`src/hw/rtl/tpsd_ram.sv`:
```
// ----------------------------------------------------------------------------
// tpsd_ram
// Generic single-port write, single-port read RAM with registered read.
// ----------------------------------------------------------------------------
module tpsd_ram #(
  parameter int unsigned WIDTH = 8,
  parameter int unsigned DEPTH = 32
) (
  input  logic                     clk,
  input  logic                     wr_en,
  input  logic [$clog2(DEPTH)-1:0] wr_addr,
  input  logic [WIDTH-1:0]         wr_data,
  input  logic [$clog2(DEPTH)-1:0] rd_addr,
  output logic [WIDTH-1:0]         rd_data
);

  logic [WIDTH-1:0] mem [DEPTH];

  always_ff @(posedge clk) begin
    if (wr_en) begin
      mem[wr_addr] <= wr_data;
    end
    rd_data <= mem[rd_addr];
  end

endmodule

```
`config.mk`:
```
export PLATFORM = sky130hd
export DESIGN_NAME = tpsd_ram
export DESIGN_NICKNAME = d
export VERILOG_FILES = /design/src/hw/rtl/tpsd_ram.sv
export SDC_FILE = /design/constraint.sdc
export NUM_CORES = 1
export LEC_CHECK = 0
export ABC_AREA = 1
export BUFFER_PORTS_ARGS = -buffer_cell sky130_fd_sc_hd__buf_2
export CORE_MARGIN = 5
export CORE_UTILIZATION = 60
export DETAILED_ROUTE_END_ITERATION = 6
export PLACE_DENSITY = 0.77
export SLEW_MARGIN = 20
export SYNTH_ARGS = -nofsm -noshare
export SYNTH_HDL_FRONTEND = slang
export SYNTH_SLANG_ARGS = --single-unit
```
`constraint.sdc`:
```
create_clock -name clk -period 1.4 [get_ports clk]
set_input_delay 0.28 -clock clk [delete_from_list [all_inputs] [get_ports clk]]
set_output_delay 0.28 -clock clk [all_outputs]
set_load 0.01 [all_outputs]
```
==> impl_metrics.toml <==
[clocking]
clockBufferDepth = 3
cts_buffers = 25
cts_root_buf = "clkbuf_16"
cts_hold_buffers = 0
cts_tree = "yes"
clk_pin_slew_ns = 0.06
clkSinkCount = 264
worstSkewPairLatency_ns = 0.52
htree_levels = 1
cts_setup_buffers = 0
cts.repair.resized = 0

[power]
vdd_drop_max_mv = 0.8941
powerDensity_nw_per_um2 = 1354
power.leakage_nw = 4.657

[logic_synthesis]
synth-seq-cells = 264
synth_cell_type_count = 12
avgSynthCellArea_um2 = 11.70
syn_inst = 922
synth_fp_nets = 942
yosysSeqAreaShare = 0.7275
synth_area_um2 = 10790
yosys_warnings = 0

[setup_path]
cp.required_ns = 1.12
cp_slowest_cell = "dfxtp_1"
cp_slowest_stage_delay_ns = 0.38
critPathBufInv = 1
r2r_slack_ns = 0.23
crit_chain = "buf_2"
critPathMaxFanout = 1
critPathLaunchType = "flop"
r2r_cells = 8
arrival_ns = 1.05
cpLargestDelayFamily = "flip-flops"
path_class = "reg2out"
r2r-start = "mem[13][6]"
cp-end-kind = "output port"
timing.rr.end = "rd_data[6]"

[global_route]
grt_overflow = 0
grt_usage = 0.2417
grt_pass1_wl_mm = 38.26
grt_max_degree = 50
grt_pass1_vias = 6858
antenna_found_initial = 0

[run]
cap_violations = 0

[sta]
hold_violations = 0
finClkSkew_ns = 0.007038
slew_headroom = 0.5441
fin_crit_ns = 1.334
fin_ws_ns = 0.06642
final-max-slew-violation-count = 0
finalCritPeriodShare = 0.9526
worst_pin_slew_ns = 0.6838
whs_ns = 0.1107
rsz0062_at_grt = "no"
fmax_ghz = 0.7499
setup_viol = 0

[worst_hold_path]
worstHoldPathCells = 3
hp-class = "in2reg"
whs_endpoint = "rd_data[0]"
worstHoldStart = "rd_addr[4]"

[floorplan]
die_w_um = 144.1
die_h_um = 144.1
fp.dieArea_um2 = 20760
io_pins = 28
placementRows = 49
initial_utilization = 0.6046
fp.coreArea_um2 = 17840

[layout]
multi_input_area_um2 = 2492
drive_above_1_share = 0.1236
area_delta_synth_final_pct = 13.65
antennaDiodeCount = 0
fillers = 1237
seq_area_um2 = 7848
layout.nets = 1006

[routing]
viasPerCell = 5.788
dr.pass1.iters = 5
drt_iter0_markers = 946
wl_mm = 24.34
drtAntennaViolNets = 0
wl_per_cell_um = 19.76
route.detailed.drc = 0
vias = 7131

[placement]
dp_hpwl_mm = 14.59
io_buffers = 27
gp_congestion = 0.8302
post-place-ws_ns = -0.1163

[run_status]
status = "complete, no violations"
cell type report:
class,instances,area share
clock buffers,35,0.05573
clock inverters,9,0.009798
inverters,10,0.003164
multi-input cells,596,0.2033
flip-flops and latches,264,0.6401
well taps,229,0.02337
repair buffers,89,0.06450
synth_stat cells, drive strengths merged:
library cell / number / area (um2)
nand2: 360 / 1351
edfxtp: 256 / 7687
nand3: 204 / 1021
buf: 45 / 382.9
nor2: 32 / 120.1
inv: 10 / 37.54
dfxtp: 8 / 160.2
clkbuf: 7 / 26.28
cells by family after synthesis:
group | share of synthesized area
and+or+nand+nor | 0.2311
buffers and inverters | 0.04141
DFF | 0.7275
report_power, final:
group          total [mW]  switching, mW  leakage, nW  internal (mW)
clock                6.66           2.71        0.391           3.94
sequential           8.82         0.0430         2.37           8.78
combinational        1.11          0.762         1.89          0.353
stage by stage:
| step | total power [mW] | cell area (um2) | cells | util | TNS (ns) |
|---|---|---|---|---|---|
| floorplan | 9.623 | 10790 | 922 | - | 0 |
| global placement | 10.07 | 11460 | 1188 | 0.6421 | -0.5896 |
| detailed placement | 10.10 | 11460 | 1188 | 0.6421 | -0.7176 |
| CTS | 16.66 | 12260 | 1232 | 0.6871 | 0 |
| global route | 17.15 | 12260 | 1232 | 0.6871 | 0 |
| finish | 16.60 | 12260 | 1232 | 0.6871 | 0 |
routing by layer:
layer  track usage  share of wire  up-vias
met1        0.3555           0.41     3401
met2        0.3878           0.48      358
met4       0.05996          0.017        0
li1              -              -     3330
met3       0.03505          0.093       42
met5             0              0        -
sequential cells by signal, indices dropped and copies added, names as in the netlist:
register and count:
rd_data 8, mem 256
how the worst max path moves through the flow:
stage                    start         end  slack, ns  cells past startpoint
floorplan           wr_addr[0]   mem[0][0]       0.09                      3
global placement    rd_addr[0]  rd_data[0]      -0.12                     11
CTS                 rd_data[5]  rd_data[5]       0.05                      1
finish              rd_data[5]  rd_data[5]       0.07                      1
global route        rd_data[5]  rd_data[5]       0.04                      1
detailed placement  rd_addr[0]  rd_data[0]      -0.12                     11
placed cells by master, fill, tap and decap left out, drive strengths merged:
master / count
buf: 89
bufinv: 3
clkbuf: 35
clkinv: 6
dfxtp: 8
edfxtp: 256
inv: 10
nand2: 360
nand3: 204
nor2: 32
(Power assumes the default switching activity.)
